`config.mk`:
```
export PLATFORM = sky130hd
export DESIGN_NAME = framebuffer_pixel_glyph_writer
export DESIGN_NICKNAME = d
export VERILOG_FILES = /design/src/rtl/fbgw_pkg.sv /design/src/rtl/framebuffer_pixel_glyph_writer.sv
export SDC_FILE = /design/constraint.sdc
export NUM_CORES = 1
export LEC_CHECK = 0
export ABC_AREA = 1
export BUFFER_PORTS_ARGS = -buffer_cell sky130_fd_sc_hd__buf_2
export CORE_ASPECT_RATIO = 0.75
export CORE_MARGIN = 10
export CORE_UTILIZATION = 56
export CTS_CLUSTER_SIZE = 14
export DETAILED_ROUTE_END_ITERATION = 8
export PLACE_DENSITY = 0.84
export SYNTH_ARGS = -nofsm -noshare
export SYNTH_HDL_FRONTEND = slang
export SYNTH_SLANG_ARGS = --single-unit
export TNS_END_PERCENT = 100
```
`constraint.sdc`:
```
create_clock -name clk -period 5.9 [get_ports clk]
set_input_delay 0.885 -clock clk [delete_from_list [all_inputs] [get_ports clk]]
set_output_delay 0.885 -clock clk [all_outputs]
set_load 0.05 [all_outputs]
```
`src/rtl/fbgw_pkg.sv`:
```
// Shared types, constants and helper functions for the framebuffer glyph writer.
package fbgw_pkg;

  // Character cell geometry
  localparam int GLYPH_HEIGHT = 16;
  localparam int GLYPH_WIDTH  = 8;

  // Scan line index and pixel index widths
  localparam int LINE_W = $clog2(4095 * GLYPH_HEIGHT + 16);
  localparam int PIX_W  = $clog2(4095 * GLYPH_WIDTH + GLYPH_WIDTH);
  localparam int OFF_W  = PIX_W + 3;
  localparam int PROD_W = (LINE_W + 16 > 32) ? LINE_W + 16 : 32;

  // Configuration register indexes
  localparam int CFG_IDX_W = 3;
  localparam logic [CFG_IDX_W-1:0] REG_FRAME_BASE    = 3'd0;
  localparam logic [CFG_IDX_W-1:0] REG_LINE_PITCH    = 3'd1;
  localparam logic [CFG_IDX_W-1:0] REG_PIXEL_BITS    = 3'd2;
  localparam logic [CFG_IDX_W-1:0] REG_SCREEN_WIDTH  = 3'd3;
  localparam logic [CFG_IDX_W-1:0] REG_SCREEN_HEIGHT = 3'd4;

  // Request opcodes
  localparam logic OP_PIXEL = 1'b0;
  localparam logic OP_GLYPH = 1'b1;

  // Supported colour depths
  localparam logic [5:0] DEPTH_8  = 6'd8;
  localparam logic [5:0] DEPTH_16 = 6'd16;
  localparam logic [5:0] DEPTH_24 = 6'd24;
  localparam logic [5:0] DEPTH_32 = 6'd32;
  localparam logic [5:0] PIXEL_BITS_RESET = DEPTH_32;

  // Drawing request
  typedef struct packed {
    logic        op;
    logic [11:0] pos_x;
    logic [11:0] pos_y;
    logic [3:0]  glyph_line;
    logic [7:0]  glyph_bits;
    logic [31:0] color;
  } cmd_t;

  // Framebuffer write
  typedef struct packed {
    logic [31:0] write_addr;
    logic [31:0] write_data;
    logic [2:0]  write_bytes;
    logic        last;
  } mem_t;

  // Bytes per pixel, zero for an unsupported depth
  function automatic logic [2:0] depth_bytes(input logic [5:0] bits);
    logic [2:0] nb;
    case (bits)
      DEPTH_8:  nb = 3'd1;
      DEPTH_16: nb = 3'd2;
      DEPTH_24: nb = 3'd3;
      DEPTH_32: nb = 3'd4;
      default:  nb = 3'd0;
    endcase
    return nb;
  endfunction

  // Colour mask for a byte count
  function automatic logic [31:0] depth_mask(input logic [2:0] nb);
    logic [31:0] m;
    case (nb)
      3'd1:    m = 32'h0000_00ff;
      3'd2:    m = 32'h0000_ffff;
      3'd3:    m = 32'h00ff_ffff;
      default: m = 32'hffff_ffff;
    endcase
    return m;
  endfunction

endpackage

```
`src/rtl/framebuffer_pixel_glyph_writer.sv`:
```
// Framebuffer pixel and glyph-row writer: drawing requests in, byte writes out.
//
// Each request passes an input register, a multiply stage (scan line times
// pitch), and an emitter that puts out one framebuffer write per cycle while
// the write channel is not stalled. A pixel request gives at most one write; a
// glyph-row request gives one write per set bit of glyph_bits, lowest bit
// (leftmost pixel) first, with last set on the final one. Requests that give
// no writes (unsupported depth, pixel off screen, empty glyph row) are dropped
// in the pipeline and never reach the emitter. The emitter sets the rate: it
// holds an item until its last write goes out, while the input register and
// the multiply stage can take the next requests. The output register lets the
// next item advance while a write waits on mem_stall.
// Configuration is taken on any cycle with cfg_en, but must only change while
// the block is idle.
module framebuffer_pixel_glyph_writer import fbgw_pkg::*; (
  input  logic                 clk,
  input  logic                 rst,
  // request channel
  input  logic                 cmd_valid,
  output logic                 cmd_stall,
  input  cmd_t                 cmd,
  // write channel
  output logic                 mem_valid,
  input  logic                 mem_stall,
  output mem_t                 mem,
  // configuration
  input  logic                 cfg_en,
  input  logic [CFG_IDX_W-1:0] cfg_index,
  input  logic [31:0]          cfg_data
);

  // Configuration registers
  logic [31:0] frame_base;
  logic [15:0] line_pitch;
  logic [5:0]  pixel_bits;
  logic [11:0] screen_width;
  logic [11:0] screen_height;

  always_ff @(posedge clk) begin
    if (rst) begin
      frame_base    <= '0;
      line_pitch    <= '0;
      pixel_bits    <= PIXEL_BITS_RESET;
      screen_width  <= '0;
      screen_height <= '0;
    end else if (cfg_en) begin
      case (cfg_index)
        REG_FRAME_BASE:    frame_base    <= cfg_data;
        REG_LINE_PITCH:    line_pitch    <= cfg_data[15:0];
        REG_PIXEL_BITS:    pixel_bits    <= cfg_data[5:0];
        REG_SCREEN_WIDTH:  screen_width  <= cfg_data[11:0];
        REG_SCREEN_HEIGHT: screen_height <= cfg_data[11:0];
        default: ;
      endcase
    end
  end

  // Pipeline control
  logic s1_valid, s2_valid, s3_valid;
  logic s1_move, s2_move, s2_free, s3_free;
  logic out_free, emit, lastbit, accept;

  // Stage 1: input register
  cmd_t s1;

  // Stage 2: product and per-item fields
  logic [31:0]      s2_prod;
  logic [7:0]       s2_mask;
  logic [PIX_W-1:0] s2_x;
  logic [2:0]       s2_nb;
  logic [31:0]      s2_data;

  // Stage 3: emitter
  logic [31:0]      s3_row;
  logic [7:0]       s3_mask;
  logic [PIX_W-1:0] s3_x;
  logic [2:0]       s3_nb;
  logic [31:0]      s3_data;

  // Stage 1 decode
  logic [2:0]        nb1;
  logic              in_bounds;
  logic [7:0]        mask1;
  logic [LINE_W-1:0] line1;
  logic [PROD_W-1:0] prod1;
  logic [PIX_W-1:0]  x1;

  always_comb begin
    nb1       = depth_bytes(pixel_bits);
    in_bounds = (s1.pos_x < screen_width) && (s1.pos_y < screen_height);
    if (nb1 == 3'd0) begin
      mask1 = '0;
    end else if (s1.op == OP_GLYPH) begin
      mask1 = s1.glyph_bits;
    end else begin
      mask1 = {7'b0, in_bounds};
    end
    if (s1.op == OP_GLYPH) begin
      line1 = LINE_W'(s1.pos_y) * LINE_W'(GLYPH_HEIGHT) + LINE_W'(s1.glyph_line);
      x1    = PIX_W'(s1.pos_x) * PIX_W'(GLYPH_WIDTH);
    end else begin
      line1 = LINE_W'(s1.pos_y);
      x1    = PIX_W'(s1.pos_x);
    end
    prod1 = PROD_W'(line1) * PROD_W'(line_pitch);
  end

  // Emitter: lowest set bit picks the next pixel
  logic [2:0]       idx;
  logic [7:0]       mask_clr;
  logic [OFF_W-1:0] offset;
  logic [31:0]      addr;

  always_comb begin
    idx = '0;
    for (int i = GLYPH_WIDTH - 1; i >= 0; i--) begin
      if (s3_mask[i]) idx = 3'(i);
    end
    mask_clr = s3_mask & (s3_mask - 8'd1);
    lastbit  = (mask_clr == 8'd0);
    offset   = OFF_W'(s3_x + PIX_W'(idx)) * OFF_W'(s3_nb);
    addr     = s3_row + 32'(offset);
  end

  // Handshake chain
  assign out_free  = !mem_valid || !mem_stall;
  assign emit      = s3_valid && out_free;
  assign s3_free   = !s3_valid || (emit && lastbit);
  assign s2_move   = s2_valid && s3_free;
  assign s2_free   = !s2_valid || s2_move;
  assign s1_move   = s1_valid && s2_free;
  assign cmd_stall = s1_valid && !s1_move;
  assign accept    = cmd_valid && !cmd_stall;

  // Valid bits
  always_ff @(posedge clk) begin
    if (rst) begin
      s1_valid  <= 1'b0;
      s2_valid  <= 1'b0;
      s3_valid  <= 1'b0;
      mem_valid <= 1'b0;
    end else begin
      if (accept) begin
        s1_valid <= 1'b1;
      end else if (s1_move) begin
        s1_valid <= 1'b0;
      end
      // items with no writes are dropped here
      if (s1_move) begin
        s2_valid <= (mask1 != 8'd0);
      end else if (s2_move) begin
        s2_valid <= 1'b0;
      end
      if (s2_move) begin
        s3_valid <= 1'b1;
      end else if (emit && lastbit) begin
        s3_valid <= 1'b0;
      end
      if (emit) begin
        mem_valid <= 1'b1;
      end else if (!mem_stall) begin
        mem_valid <= 1'b0;
      end
    end
  end

  // Payload registers
  always_ff @(posedge clk) begin
    if (accept) begin
      s1 <= cmd;
    end
    if (s1_move) begin
      s2_prod <= prod1[31:0];
      s2_mask <= mask1;
      s2_x    <= x1;
      s2_nb   <= nb1;
      s2_data <= s1.color & depth_mask(nb1);
    end
    if (s2_move) begin
      s3_row  <= frame_base + s2_prod;
      s3_mask <= s2_mask;
      s3_x    <= s2_x;
      s3_nb   <= s2_nb;
      s3_data <= s2_data;
    end else if (emit) begin
      s3_mask <= mask_clr;
    end
    if (emit) begin
      mem.write_addr  <= addr;
      mem.write_data  <= s3_data;
      mem.write_bytes <= s3_nb;
      mem.last        <= lastbit;
    end
  end

endmodule

```
# == Word-level counts from Yosys, hierarchy flattened ==
# Index checks and enable logic that the tools add are counted.
# totals
regBits,399
word_cells,108
inputBits,109
# op_classes
bitwise,2
n_mux,25
add_sub_neg,5
n_lt_le_gt_ge,2
n_reduce_logical,29
mul,2
n_eq_ne,12
# op_table
op,n
$pmux 32 s3,1
$add 32x18->32,1
$add 32x32->32,1
$and 32x32->32,1
$mul 16x16->32,1
$mux 32,1
$mux 8,4
$lt 12x12->1,2
$mux 3,8
$mul 16x3->18,1
$add 15x3->16,1
$add 16x4->16,1
$mux 16,1
$eq 3x2->1 const B,4
$eq 6x5->1 const B,2
$mux 12,1
$pmux 3 s4,1
$reduce_and 2->1,5
$and 8x8->8,1
$logic_not 8->1,1
$mux 1,8
$reduce_bool 2->1,4
$reduce_bool 8->1,1
$sub 8x1->8 const B,1
9 further kinds,24

# == Longest topological paths before layout ==
# Gate-level depths: netlist of the first run.
# logic_depth
word_depth,13
depth_mapped,35

# == Worst setup path after synthesis of the first run ==
# Ideal clock, no wire load.
# synth_path
kind,reg2reg
start,register s1[68] (netlist name)
end,"register s2_prod[26], data pin"
arrival_ns,5.738
period_less_slack_ns,6.003
setup_time_ns,0.265
setup_slack_ns,-0.103
required_ns,5.635
stages_incl_launch_ff,25
n_path_buf,3
cell_sequence,edfxtp_1 > clkbuf_1 > buf_2 > nand2_1 > inv_1 > clkbuf_1 > nand2_1 > fa_1 > inv_1 > fa_1 > inv_1 > fa_1 > inv_1 > fa_1 > inv_1 > fa_1 > inv_1 > fa_1 > ha_1 > a21oi_1 > a21boi_0 > nor2_1 > o21ai_0 > o211ai_1 > xor2_1
# synth_between
elab_chain_cells,2
# synth_rtl
element,line_no,source
"start, declared",framebuffer_pixel_glyph_writer.sv:64,cmd_t s1;
"start signal, assigned",framebuffer_pixel_glyph_writer.sv:170,s1 <= cmd;
$mux 16,framebuffer_pixel_glyph_writer.sv:98,if (s1.op == OP_GLYPH) begin
$mul 16x16->32,framebuffer_pixel_glyph_writer.sv:105,prod1 = PROD_W'(line1) * PROD_W'(line_pitch);
named net prod1[26],framebuffer_pixel_glyph_writer.sv:85,logic [PROD_W-1:0] prod1;
"end signal, assigned",framebuffer_pixel_glyph_writer.sv:173,s2_prod <= prod1[31:0];
"end, declared",framebuffer_pixel_glyph_writer.sv:67,logic [31:0] s2_prod;
# The timed path passes the listed nets, and every way through them passes these cells.
# A chain may end at the register's enable or synchronous reset.

# == Worst setup path in the final report of the first run ==
# layout_path
start,register s1[68] (netlist name)
end,"register s2_prod[23], data pin"
# Same word-level chain as after synthesis.

==> results of run 1 <==
state kept, by name (all words and copies together) (netlist names), 12 cells and up:
name and cells:
mem 68, screen_height 12, frame_base 32, s2_data 32, s3_row 32, s1 69, s2_x 15, s2_prod 32
s3_x 15, screen_width 12, s3_data 32, line_pitch 16
metal layers:
layer	wire (µm)	GRT usage, %	up-vias
met3	8100	6.663	208
met4	2770	8.984	0
met1	27950	31.02	10340
met2	34160	39.15	1079
li1	-	-	9940
met5	0	0	-
synthesized netlist by cell type (14+ instances only):
cell type / count
nand4_1: 21
clkbuf_1: 57
inv_1: 540
xor2_1: 68
o21ai_0: 155
xnor2_1: 30
a21o_1: 17
nand2_1: 563
dfxtp_1: 82
nor3_1: 25
edfxtp_1: 317
o21bai_1: 14
a21oi_1: 166
fa_1: 212
nand3_1: 83
nor2_1: 297
ha_1: 197
final cells by class:
type	count	area [µm²]
Timing Repair Buffer	311	1992
Tap cell	639	799.5
Inverter	547	2087
Fill cell	3460	15820
Clock inverter	21	187.7
Sequential cell	399	11160
Antenna cell	7	17.52
Clock buffer	55	1109
Multi-Input combinational cell	1911	14570
power groups by stage:
stage                     Sequential (mW)  Combinational (mW)  Clock [mW]
final                                3.32                1.90        2.53
after global routing                 3.33                2.08        2.68
after CTS                            3.32                1.65        2.56
after detailed placement             3.38                1.61           0
after global placement               3.37                1.56           0
after floorplan                      3.43                1.03           0
cells by family (layout without fill, tap and decap cells):
family                     Yosys count  in the layout  synth area share (%)
xor gates and xnor gates            98             98                 3.152
DFF                                399            399                 40.99
AOI/OAI and AO/OA                  391            391                 7.756
adders and majority gates          409            409                 24.64
other                                0              7                     0
buffers and inverters              612            934                 8.528
and+or+nand+nor                   1013           1013                 14.94
final timing paths:
path	slack, ps	cells past startpoint	end
setup / recovery	-120	24	s2_prod[23]$_DFFE_PP_
hold / removal	410	0	s3_x[6]$_DFFE_PP_
setup reg to reg	-120	24	s2_prod[23]$_DFFE_PP_
hold reg to reg	410	0	s3_x[6]$_DFFE_PP_
what timing repair did:
| item | in CTS | in global routing |
|---|---|---|
| hold buffers | 0 | 0 |
| setup endpoints to repair | 24 | 40 |
| setup buffers | 0 | 38 |
| resized for setup | 30 | 215 |
| cloned | 0 | 2 |
| pin swaps | 0 | 58 |
==> impl_results.md, run 1 <==
- Status: complete, but fails checks
- Violated checks: negative setup slack
- Average cell area after synthesis: just over 9 µm²
- Largest net degree at the start of global routing: 95
- Sequential share of power: 42.8%
- Post-layout util: ~67%
- Clock network fraction of design power: 32.6%
- Max clock buf depth: 3
- CTS tree: built
- Initial core utilization: 57.04%
- Worst-skew pair later-pin latency: 590 ps
- Post-Place Cells: 3767
- Synth-to-layout area growth: 17.22%
- Register area share after synthesis: approximately two fifths
- Residual DRC: 0
- CTS buffer count: 41
- Dpl ws: -237.9 ps
- Setup TNS: -843.7 ps
- Die Y: roughly 210 µm
- H-tree depth: 2
- Worst Max-Slew Pin Slew: 1119 ps
- PwrDens: 243.2 nW/µm²
- Per-cell routed wire length: 18.76 µm
- Synth Register Bits: approximately 400
- Final Net Count: 3729
- Initial antenna violation count: 7
- Vias in the first global route: 21390
- Crit path DAT: 6320 ps
- Post-route cell area: 31920 µm²
- First-pass GRT wire length: between 100000 and 150000 µm
- Area of the mapped netlist: 27230 µm²
- Final WS setup: -115.6 ps
- DRT Wirelength: roughly 73000 µm
- Worst Setup SP: s1[68]$_DFFE_PP_
- Clock Sinks: 399
- Lkg Pwr: 14.58 nW
- Final Setup Violations: 13
- Commonest non-fill, non-tap cell in the layout: nand2_1
- Total track usage: 24.30%
- Initial DRC count: 2130
- CP Capture Type: flip-flop
- Worst Path Buf+Inv: 9
- Yosys top cell area share: 34.96%
- Synth area leader: edfxtp_1
- FF-to-FF Start: s1[68]$_DFFE_PP_
- Critical path class: reg2reg
- Min-delay src: s2_x[6]$_DFFE_PP_
- Switching Power: 2.391 mW
- Slowest cell delay on critical path: 570 ps
- Unrepaired setup endpoints after global routing: yes
- EDFF count, synth: 317
- Rel. slew slack: 25.31%
- DRT antenna net count: 0
- Endpoints failing hold: 0
- HP Class: reg2reg
- Non-Filler Instances: 3890
- Power share of the combinational group: approximately 25%
- Via density: 5.545
- IO buf count: about 180
- Crit path max-delay family: adder cells
- VDD IR max: 0.1813 mV
- Warning count from the yosys run: 0
- Placement Rows: 69
- Die area: 57940 µm²
- First-pass DRT Iterations: 6
- Fmax: 0.1662 GHz
- Fin Hold WS: 411.8 ps
- Worst-path clk slew: 70 ps
- Post-synth ARST share: 0%
- Net Sw Frac: ~30%
- DP Wirelength: 54210 µm
- Synth Instances: 2922
- Crit path max-delay cell type: fa_1
- Via Count: 21570
- Required time of the critical path: ~6200 ps
- Internal power contribution: 5.372 mW
- Final cycle utilization of the critical path: 102.0%
- Core area: 47740 µm²
- Yosys cell types: 42
- Top FF cell, synth: edfxtp_1
- Largest cells by area after synthesis: edfxtp_1 (35%), fa_1 (16%), ha_1 (9.1%)
- I/O Pins: 179
- Slew Limit Fails: 0
- Cell-by-cell trace of the critical path: buf_6 > nand2_1 > nand2_2 > inv_4 > buf_4 > nand2_2 > fa_1 > inv_2 > fa_1 > inv_1 > fa_1 > inv_1 > fa_1 > inv_1 > fa_1 > inv_1 > fa_1 > ha_4 > nand2_4 > inv_2 > a21oi_2 > nand3_2 > a21oi_1 > xnor2_1
- Final Critical Period: 6016 ps
- Clk_skew: ~31 ps
- Final Total Pwr: 7.763 mW
- Root buf cell: clkbuf_16
- Top cell by count, worst path: fa_1
- Chip width: approximately 270 µm
- Total gr overflow: 0
- Layout cell share with drive strength beyond 1: 16.86%
- Maxcap violations: 0
- Worst Path Max Fanout: 5
- Synthesized Nets: 3440
- Worst Setup Start Kind: flip-flop
- Cell Area, Placed: 29380 µm²
- Final weighted congestion in routability-driven placement: 1.016
- Most frequent cells in the layout: nand2_1 (540), inv_1 (512), edfxtp_1 (317)
No activity file was read; power rests on OpenSTA's default activity.
==> inputs of run 2 (changes only) <==
--- a/config.mk
+++ b/config.mk
@@ -6,12 +6,12 @@
 export NUM_CORES = 1
 export LEC_CHECK = 0
 export ABC_AREA = 1
-export BUFFER_PORTS_ARGS = -buffer_cell sky130_fd_sc_hd__buf_2
 export CORE_ASPECT_RATIO = 0.75
 export CORE_MARGIN = 10
-export CORE_UTILIZATION = 56
+export CORE_UTILIZATION = 59
 export CTS_CLUSTER_SIZE = 14
 export DETAILED_ROUTE_END_ITERATION = 8
+export DONT_BUFFER_PORTS = 1
 export PLACE_DENSITY = 0.84
 export SYNTH_ARGS = -nofsm -noshare
 export SYNTH_HDL_FRONTEND = slang
==> run 2 against run 1 <==
The flow still finishes with violations (negative setup slack). Non-clock buffer count shrank 119. Cell count shrank 4.4%. Critical path depth grew 1. Register-to-register slack gained 110 ps. Largest cell class unchanged. Critical endpoint is now s2_prod[26]$_DFFE_PP_. Worst setup slack gained 110 ps. First-iteration DRC count grew 0.28%.
==> impl_results.md, run 2 (synthesis gave the netlist of run 1 again) <==
- Violated checks: negative setup slack
- Per-cell routed wire length: between 20 and 25 µm
- Vias in the first global route: between 20000 and 25000
- Total track usage: 26.92%
- Layout cell share with drive strength beyond 1: 12.98%
- Endpoints failing hold: 0
- Biggest register: s1
- Synth-to-layout area growth: 14.72%
- Critical path class: reg2reg
- Die Y: 206.1 µm
- Final cycle utilization of the critical path: 100.1%
- Clock network fraction of design power: 33.8%
- CTS buffer count: 41
- Power share of the combinational group: 22.9%
- Total gr overflow: 0
- CP Capture Type: flip-flop
- Worst Reg-to-Reg Cells: 25
- Post-layout util: 68.12%
- Final Setup Violations: 1
- Internal power contribution: ~5.5 mW
- DP Wirelength: 58440 µm
- Fmax: 0.1693 GHz
- Maxcap violations: 0
- Slew Limit Fails: 0
- CTS tree: built
- PwrDens: around 250 nW/µm²
- First-pass GRT wire length: 115300 µm
- Unrepaired setup endpoints after global routing: yes
- Lkg Pwr: 14.12 nW
- Clk_skew: roughly 34 ps
- Switching Power: roughly 2.4 mW
- Worst Path Max Fanout: 13
- Residual DRC: 0
- Crit path DAT: 6230 ps
- Worst Setup Start Kind: flip-flop
- Rel. slew slack: 13.67%
- Core area: 45860 µm²
- Max clock buf depth: 3
- Required time of the critical path: 6230 ps
- Worst-skew pair later-pin latency: 590 ps
- Net Sw Frac: a little under a third
- Final weighted congestion in routability-driven placement: 0.9795
- Chip width: 268.1 µm
- Via Count: 21020
- VDD IR max: 0.2052 mV
- Clock Sinks: 399
- Max reg flops: 69
- Worst-path clk slew: 60 ps
- Initial antenna violation count: 0
- I/O Pins: approximately 180
- Hold depth: 1
- Final Net Count: 3610
- Largest net degree at the start of global routing: 95
- Die area: between 50000 and 60000 µm²
- HP Class: in2reg
- IO buf count: 0
- DRT Wirelength: 75060 µm
- Placement Rows: 68
- Via density: 5.654
- Biggest regs: s1 (69), mem (68)
- DRT antenna net count: 0
- Status: complete, but fails checks
- Sequential share of power: 43.3%
- Root buf cell: clkbuf_16
- Setup TNS: -8.324 ps
- Worst Max-Slew Pin Slew: 1294 ps
- Initial core utilization: 59.38%
- Final Total Pwr: about 7.9 mW
- H-tree depth: 2
- Commonest non-fill, non-tap cell in the layout: nand2_1
- Final WS setup: -8.324 ps
- Initial DRC count: 2136
- Most frequent cells in the layout: nand2_1 (550), inv_1 (524), edfxtp_1 (317)
- First-pass DRT Iterations: 6
- Final Critical Period: 5908 ps
- Hold_buf cts: 0
-- run 2: metal layers --
layer	up-vias	wire, µm	global-route usage, %
met1	10180	31500	37.36
met5	-	0	0
li1	9667	-	-
met4	0	2264	8.498
met2	1006	33700	41.33
met3	167	7595	6.503
-- run 2: stage by stage --
step / cell area [µm²] / worst slack [ps] / std cells / hold slack, ps
6_report: 31240 / -8.324 / 3718 / 375.0
5_1_grt: 31230 / -263.3 / 3716 / 355.8
4_1_cts: 30580 / 2.644 / 3700 / 346.7
3_5_place_dp: 29040 / -300.8 / 3625 / 404.5
3_3_place_gp: 29040 / -134.5 / 3625 / 400.4
2_1_floorplan: 27230 / 8.135 / 2922 / 400.3
-- run 2: area by class of cell --
cell class,count,area [µm²]
Timing Repair Buffer,192,1474
Tap cell,595,744.5
Inverter,547,2063
Fill cell,3394,14620
Antenna cell,2,5.005
Clock buffer,50,1081
Clock inverter,22,266.5
Multi-Input combinational cell,1911,14440
Sequential cell,399,11160
-- run 2: path summary, 6_finish.rpt --
path                            slack, ps                  start               endpoint
worst max-delay path                   -8       s1[68]$_DFFE_PP_  s2_prod[26]$_DFFE_PP_
worst min register to register        400  s2_data[22]$_DFFE_PP_  s3_data[22]$_DFFE_PP_
worst min-delay path                  370                    rst  s3_valid$_SDFFE_PP0P_
worst max register to register         -8       s1[68]$_DFFE_PP_  s2_prod[26]$_DFFE_PP_
-- run 2: worst max-delay path, stage by stage (launching register included) --
cell,delay [ps]
edfxtp_1,450
buf_12,180
nand2_1,50
o21ai_0,120
inv_2,170
buf_4,130
nand2_1,60
fa_1,510
inv_1,50
fa_1,470
inv_1,50
fa_1,510
inv_1,60
fa_1,530
inv_1,50
fa_1,480
inv_1,50
fa_1,540
ha_4,240
a21oi_4,180
a21boi_2,190
buf_4,150
nor2_1,40
o21ai_1,120
o211ai_1,110
xor2_1,160
-- run 2: power groups by stage --
stage          clock network [mW]  logic, mW  registers, mW
4_1_cts                      2.68       1.63           3.41
6_report                     2.67       1.80           3.41
2_1_floorplan                   0       1.03           3.43
3_3_place_gp                    0       1.53           3.46
3_5_place_dp                    0       1.57           3.47
5_1_grt                      2.81       1.98           3.42
-- run 2: what timing repair did --
item | 4_1_cts | 5_1_grt
pin swaps | 5 | 43
gates resized for setup | 50 | 125
endpoints found under the setup margin | 30 | 42
endpoints found under the hold margin | 0 | 0
buffers inserted | 3 | 16
